==> config.mk <==
export PLATFORM = sky130hd
export DESIGN_NAME = acsm_or_tree
export DESIGN_NICKNAME = d
export VERILOG_FILES = /design/src/design/acsm_pkg.sv /design/src/design/acsm_or_tree.sv
export SDC_FILE = /design/constraint.sdc
export NUM_CORES = 1
export LEC_CHECK = 0
export BUFFER_PORTS_ARGS = -buffer_cell sky130_fd_sc_hd__buf_2
export CAP_MARGIN = 20
export CORE_AREA = 2 2 102 104
export DETAILED_ROUTE_END_ITERATION = 12
export DIE_AREA = 0 0 104 106
export REMOVE_ABC_BUFFERS = 1
export SYNTH_ARGS = -nofsm -noshare
export SYNTH_HDL_FRONTEND = slang
export SYNTH_SLANG_ARGS = --single-unit
==> constraint.sdc <==
create_clock -name clock -period 1.4 [get_ports clock]
set_input_delay 0.35 -clock clock [delete_from_list [all_inputs] [get_ports clock]]
set_output_delay 0.35 -clock clock [all_outputs]
set_load 0.03 [all_outputs]
==> src/design/acsm_pkg.sv <==
// Shared types, codes and helpers for the acrostic substring match block.
// No dependencies; every other file except acsm_checker.sv imports this package.
package acsm_pkg;

   // Field widths fixed by the item formats
   localparam int OPCODE_W = 2;
   localparam int CHAR_W   = 8;
   localparam int COUNT_W  = 16;

   typedef logic [OPCODE_W-1:0] opcode_type;
   typedef logic [CHAR_W-1:0]   char_type;
   typedef logic [COUNT_W-1:0]  count_type;

   // Opcodes
   localparam opcode_type OP_SENTENCE = 2'd0;
   localparam opcode_type OP_DICT     = 2'd1;
   localparam opcode_type OP_CLEAR    = 2'd2;

   localparam char_type  SPACE_BYTE = 8'h20;
   localparam char_type  NO_LETTER  = 8'h00;
   localparam count_type COUNT_MAX  = 16'hFFFF;

   // Fan-in of one OR-reduction node
   localparam int TREE_RADIX = 16;

   // Commands broadcast to every cell in the chain
   typedef struct packed {
      logic     clear;       // drop all letters and live bits
      logic     alloc;       // first free cell takes a new word
      logic     set_letter;  // a letter is recorded for the newest word
      logic     step;        // dictionary byte advances the live bits
      logic     first;       // the dictionary byte opens a word
      char_type letter;      // lowercased byte of the current item
   } cell_ctl_type;

   // Finished dictionary word travelling toward the output
   typedef struct packed {
      logic      valid;
      count_type word_number;
      count_type word_size;
      logic      overflowed;
   } tag_type;

   function automatic logic is_letter(input char_type c);
      return ((c >= 8'h41) && (c <= 8'h5A)) || ((c >= 8'h61) && (c <= 8'h7A));
   endfunction

   function automatic char_type to_lower(input char_type c);
      return ((c >= 8'h41) && (c <= 8'h5A)) ? char_type'(c + 8'h20) : c;
   endfunction

   function automatic count_type sat_inc(input count_type v);
      return (v == COUNT_MAX) ? v : count_type'(v + 16'd1);
   endfunction

   // Register levels of the OR tree over a given number of live bits
   function automatic int tree_levels(input int width);
      int w;
      int n;
      w = width;
      n = 1;
      while (w > TREE_RADIX) begin
         w = (w + TREE_RADIX - 1) / TREE_RADIX;
         n++;
      end
      return n;
   endfunction

endpackage

==> src/design/acsm_or_tree.sv <==
// Registered OR reduction of the live bits, a register at each level, radix 16.
// Recurses on itself for wide inputs. Depends on acsm_pkg.
module acsm_or_tree #(
   parameter int WIDTH = 256
) (
   input  logic             clock,
   input  logic             enable,
   input  logic [WIDTH-1:0] bits_in,
   output logic             any_out
);
   import acsm_pkg::*;

   localparam int GROUPS = (WIDTH + TREE_RADIX - 1) / TREE_RADIX;

   generate
      if (WIDTH <= TREE_RADIX) begin : g_leaf
         logic any_ff;
         always_ff @(posedge clock) begin
            if (enable) begin
               any_ff <= |bits_in;
            end
         end
         assign any_out = any_ff;
      end else begin : g_node
         logic [GROUPS*TREE_RADIX-1:0] padded;
         logic [GROUPS-1:0]            group_ff;

         assign padded = (GROUPS*TREE_RADIX)'(bits_in);

         // One OR per group of cells
         always_ff @(posedge clock) begin
            if (enable) begin
               for (int g = 0; g < GROUPS; g++) begin
                  group_ff[g] <= |padded[g*TREE_RADIX +: TREE_RADIX];
               end
            end
         end

         acsm_or_tree #(.WIDTH(GROUPS)) u_next (
            .clock   (clock),
            .enable  (enable),
            .bits_in (group_ff),
            .any_out (any_out)
         );
      end
   endgenerate

endmodule

==> metrics.yaml <==
outcome: "completed"
skew_ps: 3.581
nets: 626
power_mw: 1.393
core.rowCount: 37
grt_overflow_total: 0
post_drt_via_cell_ratio: 4.143
cp_slowest_stage_delay_ps: 380
arrival_ps: 1170
worst_ir_drop_vdd_mv: 0.2525
htree_levels: 1
grt-busiest-layer: "met2"
place_area_sq_um: 2539
synth_largest_area_cell: "edfxtp_1"
cts_tree: "yes"
grt_util_met2_pct: 20.58
syn_inst: 102
die-area_sq_um: 11020
antenna_found_initial: 0
cts_hold_buf: 0
num_vias: 2084
drc: 0
final_layout_size_suffix_gt1_share_pct: 72.48
core_area_sq_um: 10000
clk_latency_ps: 250
post-route-util_pct: 25.96
synth_top_area_share_pct: 48.98
cts_root_buf: "clkbuf_8"
seq_area_frac_synth_pct: 48.98
synth_area_sq_um: 1042
path_buf_inv: 1
hold_path.class: "input pin to flop"
grt_pass1_vias: 2130
p_leak_nw: 1.262
rsz0062_at_grt: "no"
cts_buffer_depth: 2
layout_worst_path_cycle_share_pct: 84.68
tightest_slew_ps: 365.5
synthArstFlopShare_pct: 0
yosysWarnings: 0
wirelength_um: 6119
place_congestion: 0.7495
ant_nets: 0
ys_top_cells_by_area: "edfxtp_1 (49%), nor4_1 (41%), nand4_1 (10%)"
numPortBuffers: 258
fmax_mhz: 843.5
powerDensity_nw_per_um2: 536.4
met1_usage_pct: 11.12
ios: 259
grt_usage_pct: 10.33
grt_max_degree: 18
finalHoldViolCount: 0
cts_inserted_buffers: 3
yosys.cell_count.top_type: "nor4_1"
ys_ff_latch: 17
die_height_um: 106
start_util_pct: 10.42
dp_hpwl_um: 5572
final_cell_area_sq_um: 2596
wire_per_inst_um: 12.17
die_w_um: 104
end_kind: "flop"
final-max-slew-violation-count: 0
fin_setup_tns_ps: 0
required_ps: 1380
clock-sinks: 17
ys_top_cells_by_count: "nor4_1 (68), edfxtp_1 (17), nand4_1 (17)"
cp_top_family: "flip-flops"
cp_max_fo: 1
n_antenna_cell: 0
crit_type: "flop to flop"
areaGrowthSynthToFinish_pct: 149.1
setup_slack_ps: 214.5
nFillCells: 1131
drt_iter0_drc: 78
min_period_ps: 1186
path_clk_slew_ps: 70
setup_viol: 0
synth_edf_count: 17
critPathLaunchType: "flop"
place_ws_ps: 66.88
use_met3_pct: 3.250
crit_slowest_cell: "edfxtp_1"
ys_types: 3
synthFlopType: "edfxtp_1"
first_pass_iters: 4
path_cells: "nor4_2 -> buf_4 -> nand4_1"
maxCapViolations: 0
relSlewSlack_pct: 75.41
grt_pass1_wl_um: 9349
avgSynthCellArea_sq_um: 10.22
## state kept, by name (all words and copies together) (netlist names)
register / flops
g_node.u_next.any_out: 1
g_node.group_ff: 16
## cell type report
cell class                      count  area [sq um]  area share [%]
Timing Repair Buffer              261          1326           51.08
Multi-Input combinational cell     85         544.3           20.96
Sequential cell                    17         510.5           19.66
Tap cell                          136         170.2           6.554
Clock buffer                        4         45.04           1.735
## cell families after synthesis
logic type and synth area share (%):
DFF 48.98, and+or+nand+nor 51.02
## through the flow
stage / cells / hold slack, ps
2_1_floorplan: 102 / 462.5
3_3_place_gp: 499 / 522.9
3_5_place_dp: 499 / 541.2
4_1_cts: 503 / 364.0
5_1_grt: 503 / 367.7
6_report: 503 / 367.5
## worst reg2reg max path, delay by kind of cell, from the launching register on
| family | cells | cell delay (ps) |
|---|---|---|
| and+or+nand+nor | 2 | 380 |
| DFF | 1 | 380 |
| buffers and inverters | 1 | 160 |
## power breakdown
| group | switching (mW) | internal, mW | total, mW |
|---|---|---|---|
| Sequential | 0.0101 | 0.583 | 0.593 |
| Combinational | 0.145 | 0.280 | 0.425 |
| Clock | 0.173 | 0.202 | 0.375 |
## placed cells by master (no fill, tap or decap)
cell | synthesis | layout
nor4_1 | 68 | 66
buf_4 | 0 | 2
nand4_1 | 17 | 17
edfxtp_1 | 17 | 17
buf_2 | 0 | 258
clkbuf_1 | 0 | 1
nor4_2 | 0 | 2
buf_12 | 0 | 1
clkbuf_8 | 0 | 3
## per-layer routing
layer / part of all wire (%) / wire length [um] / up-vias
met4: 0 / 0 / 0
met3: 10 / 624 / 0
met5: 0 / 0 / -
li1: - / - / 1022
met2: 53 / 3220 / 134
met1: 37 / 2274 / 928
## timing repair
| item | in CTS | in global routing |
|---|---|---|
| buffers inserted | 0 | 0 |
| hold endpoints to repair | 0 | 0 |
| resized for setup | 0 | 2 |
| endpoints found under the setup margin | 0 | 1 |
## final timing paths
path / startpoint / end / slack, ps / cells past startpoint
min: bits_in[40] / g_node.group_ff[2]$_DFFE_PP_ / 370 / 3
max: g_node.group_ff[2]$_DFFE_PP_ / g_node.u_next.any_out$_DFFE_PP_ / 210 / 3
max reg2reg: g_node.group_ff[2]$_DFFE_PP_ / g_node.u_next.any_out$_DFFE_PP_ / 210 / 3
min reg2reg: g_node.group_ff[12]$_DFFE_PP_ / g_node.u_next.any_out$_DFFE_PP_ / 550 / 2
No activity file was read; power rests on OpenSTA's default activity.
