**src/design/acsm_pkg.sv**
```systemverilog
// Shared types, codes and helpers for the acrostic substring match block.
// No dependencies; every other file except acsm_checker.sv imports this package.
package acsm_pkg;

   // Field widths fixed by the item formats
   localparam int OPCODE_W = 2;
   localparam int CHAR_W   = 8;
   localparam int COUNT_W  = 16;

   typedef logic [OPCODE_W-1:0] opcode_type;
   typedef logic [CHAR_W-1:0]   char_type;
   typedef logic [COUNT_W-1:0]  count_type;

   // Opcodes
   localparam opcode_type OP_SENTENCE = 2'd0;
   localparam opcode_type OP_DICT     = 2'd1;
   localparam opcode_type OP_CLEAR    = 2'd2;

   localparam char_type  SPACE_BYTE = 8'h20;
   localparam char_type  NO_LETTER  = 8'h00;
   localparam count_type COUNT_MAX  = 16'hFFFF;

   // Fan-in of one OR-reduction node
   localparam int TREE_RADIX = 16;

   // Commands broadcast to every cell in the chain
   typedef struct packed {
      logic     clear;       // drop all letters and live bits
      logic     alloc;       // first free cell takes a new word
      logic     set_letter;  // a letter is recorded for the newest word
      logic     step;        // dictionary byte advances the live bits
      logic     first;       // the dictionary byte opens a word
      char_type letter;      // lowercased byte of the current item
   } cell_ctl_type;

   // Finished dictionary word travelling toward the output
   typedef struct packed {
      logic      valid;
      count_type word_number;
      count_type word_size;
      logic      overflowed;
   } tag_type;

   function automatic logic is_letter(input char_type c);
      return ((c >= 8'h41) && (c <= 8'h5A)) || ((c >= 8'h61) && (c <= 8'h7A));
   endfunction

   function automatic char_type to_lower(input char_type c);
      return ((c >= 8'h41) && (c <= 8'h5A)) ? char_type'(c + 8'h20) : c;
   endfunction

   function automatic count_type sat_inc(input count_type v);
      return (v == COUNT_MAX) ? v : count_type'(v + 16'd1);
   endfunction

   // Register levels of the OR tree over a given number of live bits
   function automatic int tree_levels(input int width);
      int w;
      int n;
      w = width;
      n = 1;
      while (w > TREE_RADIX) begin
         w = (w + TREE_RADIX - 1) / TREE_RADIX;
         n++;
      end
      return n;
   endfunction

endpackage

```
**src/design/acsm_cell.sv**
```systemverilog
// One cell of the letter chain: an initial letter, an occupied flag and
// one Shift-And live bit. Depends on acsm_pkg.
module acsm_cell (
   input  logic                 clock,
   input  logic                 reset,
   input  acsm_pkg::cell_ctl_type ctl,
   input  logic                 occ_prev,   // left neighbor occupied (1 at head)
   input  logic                 occ_next,   // right neighbor occupied (0 at end)
   input  logic                 live_prev,  // left neighbor live bit (0 at head)
   output logic                 occ,
   output logic                 live
);
   import acsm_pkg::*;

   logic     occ_ff, occ_in;
   logic     live_ff, live_in;
   char_type letter_ff, letter_in;
   logic     free_head;
   logic     tail;
   logic     hit;

   // Occupied cells form a prefix, so neighbors locate the write point
   assign free_head = !occ_ff && occ_prev;
   assign tail      = occ_ff && !occ_next;
   assign hit       = occ_ff && (letter_ff != NO_LETTER) && (letter_ff == ctl.letter);

   // Next state
   always_comb begin
      occ_in    = occ_ff;
      live_in   = live_ff;
      letter_in = letter_ff;
      if (ctl.clear) begin
         occ_in  = 1'b0;
         live_in = 1'b0;
      end else begin
         if (ctl.alloc && free_head) begin
            occ_in    = 1'b1;
            letter_in = ctl.set_letter ? ctl.letter : NO_LETTER;
         end else if (ctl.set_letter && !ctl.alloc && tail) begin
            letter_in = ctl.letter;
         end
         if (ctl.step) begin
            live_in = hit && (ctl.first || live_prev);
         end
      end
   end

   always_ff @(posedge clock) begin
      if (reset) begin
         occ_ff  <= 1'b0;
         live_ff <= 1'b0;
      end else begin
         occ_ff  <= occ_in;
         live_ff <= live_in;
      end
   end

   // Letter needs no reset: it is read only once the cell is occupied
   always_ff @(posedge clock) begin
      letter_ff <= letter_in;
   end

   assign occ  = occ_ff;
   assign live = live_ff;

endmodule

```
**config.mk**
```make
export PLATFORM = sky130hd
export DESIGN_NAME = acsm_cell
export DESIGN_NICKNAME = d
export VERILOG_FILES = /design/src/design/acsm_pkg.sv /design/src/design/acsm_cell.sv
export SDC_FILE = /design/constraint.sdc
export NUM_CORES = 1
export LEC_CHECK = 0
export BUFFER_PORTS_ARGS = -buffer_cell sky130_fd_sc_hd__buf_2
export CAP_MARGIN = 20
export CORE_AREA = 2 2 39 41
export DETAILED_ROUTE_END_ITERATION = 10
export DIE_AREA = 0 0 41 43
export PLACE_DENSITY = 0.66
export SLEW_MARGIN = 25
export SYNTH_ARGS = -nofsm -noshare
export SYNTH_HDL_FRONTEND = slang
export SYNTH_SLANG_ARGS = --single-unit
```
**constraint.sdc**
```tcl
create_clock -name clock -period 2.6 [get_ports clock]
set_clock_uncertainty 0.05 [all_clocks]
set_input_delay 0.52 -clock clock [delete_from_list [all_inputs] [get_ports clock]]
set_output_delay 0.52 -clock clock [all_outputs]
set_load 0.005 [all_outputs]
```
==> results.py <==
metrics = {
    "grt": {
        "antenna_found_initial": 0,
        "grt_pass1_vias": 344,
        "grt_usage_pct": 12.7,
        "grt_max_degree": 9,
        "grt-ovfl-total": 0,
        "grt_pass1_wl_mm": 1.35,
    },
    "critical_path": {
        "cp_max_fo": 8,
        "rr_worst_depth": 3,
        "critPathLaunchType": "flip-flop",
        "crit_type": "flip-flop to flip-flop",
        "endpoint_kind": "flip-flop",
        "worstPathRequired_ns": 2.44,
        "arrival_ns": 1.52,
    },
    "detailed_routing": {
        "dr_wl_met2_um": 465,
        "avgRoutedWirePerCell_um": 12.0,
        "dr_wl_met3_um": 67,
        "drc": 0,
        "antenna_left": 0,
        "drtIter0Drc": 4,
        "vias": 398,
        "maxUsedRoutingLayer": "met4",
        "routed_via_density": 4.98,
        "detail_route.first_pass.iterations": 2,
        "met1_length_um": 400,
        "wl_um": 958,
    },
    "placement": {
        "place_congestion": 0.646,
        "portBuffers": 19,
    },
    "timing": {
        "rsz0062_at_grt": "no",
        "whs_ns": 0.402,
        "final_max_slew_viol_count": 0,
        "final_hold_viol_count": 0,
        "setup_viol_count_final": 0,
        "layout_min_cycle_time_ns": 1.68,
        "max_freq_mhz": 597,
        "fin_crit_sh_pct": 64.5,
        "tightest_slew_ns": 0.647,
        "relSlewSlack_pct": 56.7,
        "fin_setup_tns_ns": 0,
    },
    "synthesis": {
        "ys_seq_elements": 10,
        "synth_seq_area_share_pct": 54.0,
        "yosysUniqueCellTypes": 17,
        "syn_inst": 41,
        "avgSynthCellArea_sq_um": 12.7,
        "yosysWarnings": 0,
        "syn_nets": 59,
        "synth_area_sq_um": 519,
    },
    "run": {
        "drv_cap": 0,
    },
    "clock_tree": {
        "h-tree-depth": 1,
        "postCtsHoldBufs": 0,
        "cts_buffer_depth": 2,
        "cts_root_buffer": "clkbuf_4",
        "insertion_delay_ns": 0.26,
        "numClockSinks": 10,
        "post_cts_buffers": 0,
        "cts_repair_resize_count": 0,
        "cts_tree": "done",
        "cts.clk_slew.worst_paths_ns": 0.06,
        "cts-buffers-inserted": 3,
    },
    "floorplanning": {
        "die_h_um": 43,
        "rows": 14,
        "pin_count": 20,
        "die_area_sq_um": 1760,
        "core_area_sq_um": 1380,
        "initial_core_util_pct": 37.5,
        "die_w_um": 41,
    },
    "final_layout": {
        "antenna_cells": 0,
        "final_core_util_pct": 48.0,
        "drive_gt1_share_pct": 42.2,
        "areaGrowthSynthToFinish_pct": 28.0,
        "layout.nets": 84,
    },
    "power": {
        "p_comb_share_pct": 12.8,
        "power_frac_clock_pct": 31.3,
        "p_seq_share_pct": 56.0,
        "switching_share_pct": 21.4,
        "power.internal_w": 0.000256,
        "p_sw_w": 0.0000695,
        "peakVddDrop_v": 0.000219,
        "p_leak_nw": 0.254,
        "pwr_density_cell_nw_per_um2": 490,
    },
    "worst_hold_path": {
        "hold_class": "input port to flip-flop",
        "holdPathStages": 2,
    },
    "status": {
        "status": "finished, final reports clean",
    },
}
critical path: stages, from the launching register on:
cell and delay (ns):
dfxtp_1 0.40, nand2_1 0.08, o32a_1 0.28, nor2_1 0.50
sequential cells by signal, indices dropped and copies added (netlist names):
signal,cells
occ,1
letter_ff,8
live,1
cell usage in the layout (no fill, tap or decap):
master,Yosys,final
nor2_1,1,1
clkbuf_4,0,3
nor3_1,2,2
or4_4,1,1
a21oi_1,1,1
buf_4,0,1
buf_2,0,19
and2b_1,5,5
dfxtp_1,2,2
o32a_1,1,1
and4bb_2,1,1
xnor2_1,8,8
or4_1,1,1
o221ai_2,1,1
or4b_2,1,1
nor2b_1,3,3
nand2_1,2,2
nand4_1,2,2
edfxtp_1,8,8
o31ai_1,1,1
metal layers:
layer / global-route usage, % / vias up
met4: 14.0 / 0
met1: 11.9 / 179
met5: 0 / -
met3: 3.14 / 2
li1: - / 202
met2: 19.4 / 15
cell type report:
cell class	count	area, sq um
multi-input combinational	31	239
tap	16	20.0
clock buffer	3	22.5
sequential	10	280
timing repair buffer	20	103
fill	133	719
final timing paths:
kind | to | startpoint | slack, ns
hold reg to reg | occ$_SDFFE_PP0P_ | occ$_SDFFE_PP0P_ | 0.52
setup reg to reg | letter_ff[0]$_DFFE_PP_ | occ$_SDFFE_PP0P_ | 0.92
hold / removal | occ$_SDFFE_PP0P_ | reset | 0.40
setup / recovery | letter_ff[0]$_DFFE_PP_ | occ$_SDFFE_PP0P_ | 0.92
synth_stat cells:
cell type | n | area (sq um)
nand4_1 | 2 | 12.5
and4bb_2 | 1 | 12.5
and2b_1 | 5 | 37.5
nor2b_1 | 3 | 18.8
o32a_1 | 1 | 10.0
or4_1 | 1 | 7.51
a21oi_1 | 1 | 5.00
o221ai_2 | 1 | 15.0
nor2_1 | 1 | 3.75
xnor2_1 | 8 | 70.1
nor3_1 | 2 | 10.0
o31ai_1 | 1 | 7.51
nand2_1 | 2 | 7.51
edfxtp_1 | 8 | 240
dfxtp_1 | 2 | 40.0
or4b_2 | 1 | 10.0
or4_4 | 1 | 11.3
through the flow:
stage	worst slack, ns	power, W	area [sq um]	instances
2_1_floorplan	0.961	0.000205	519	41
3_3_place_gp	0.702	0.000227	642	77
3_5_place_dp	0.679	0.000228	642	77
4_1_cts	0.899	0.000332	664	80
5_1_grt	0.846	0.000348	664	80
6_report	0.924	0.000326	664	80
power groups by stage:
stage / combinational [W] / clock [W] / sequential, W
after floorplan: 0.0000206 / 0 / 0.000185
after global placement: 0.0000417 / 0 / 0.000186
after detailed placement: 0.0000424 / 0 / 0.000186
after CTS: 0.0000427 / 0.000107 / 0.000182
after global routing: 0.0000461 / 0.000119 / 0.000183
final: 0.0000416 / 0.000102 / 0.000182
cells by family after synthesis:
| group | count (synthesis) | synth area share (%) |
|---|---|---|
| AO/OA/AOI/OAI | 4 | 7.23 |
| XOR/XNOR | 8 | 13.5 |
| flip-flops | 10 | 54.0 |
| AND/OR/NAND/NOR | 19 | 25.3 |
Note: power is estimated with default switching activity, not from simulation.
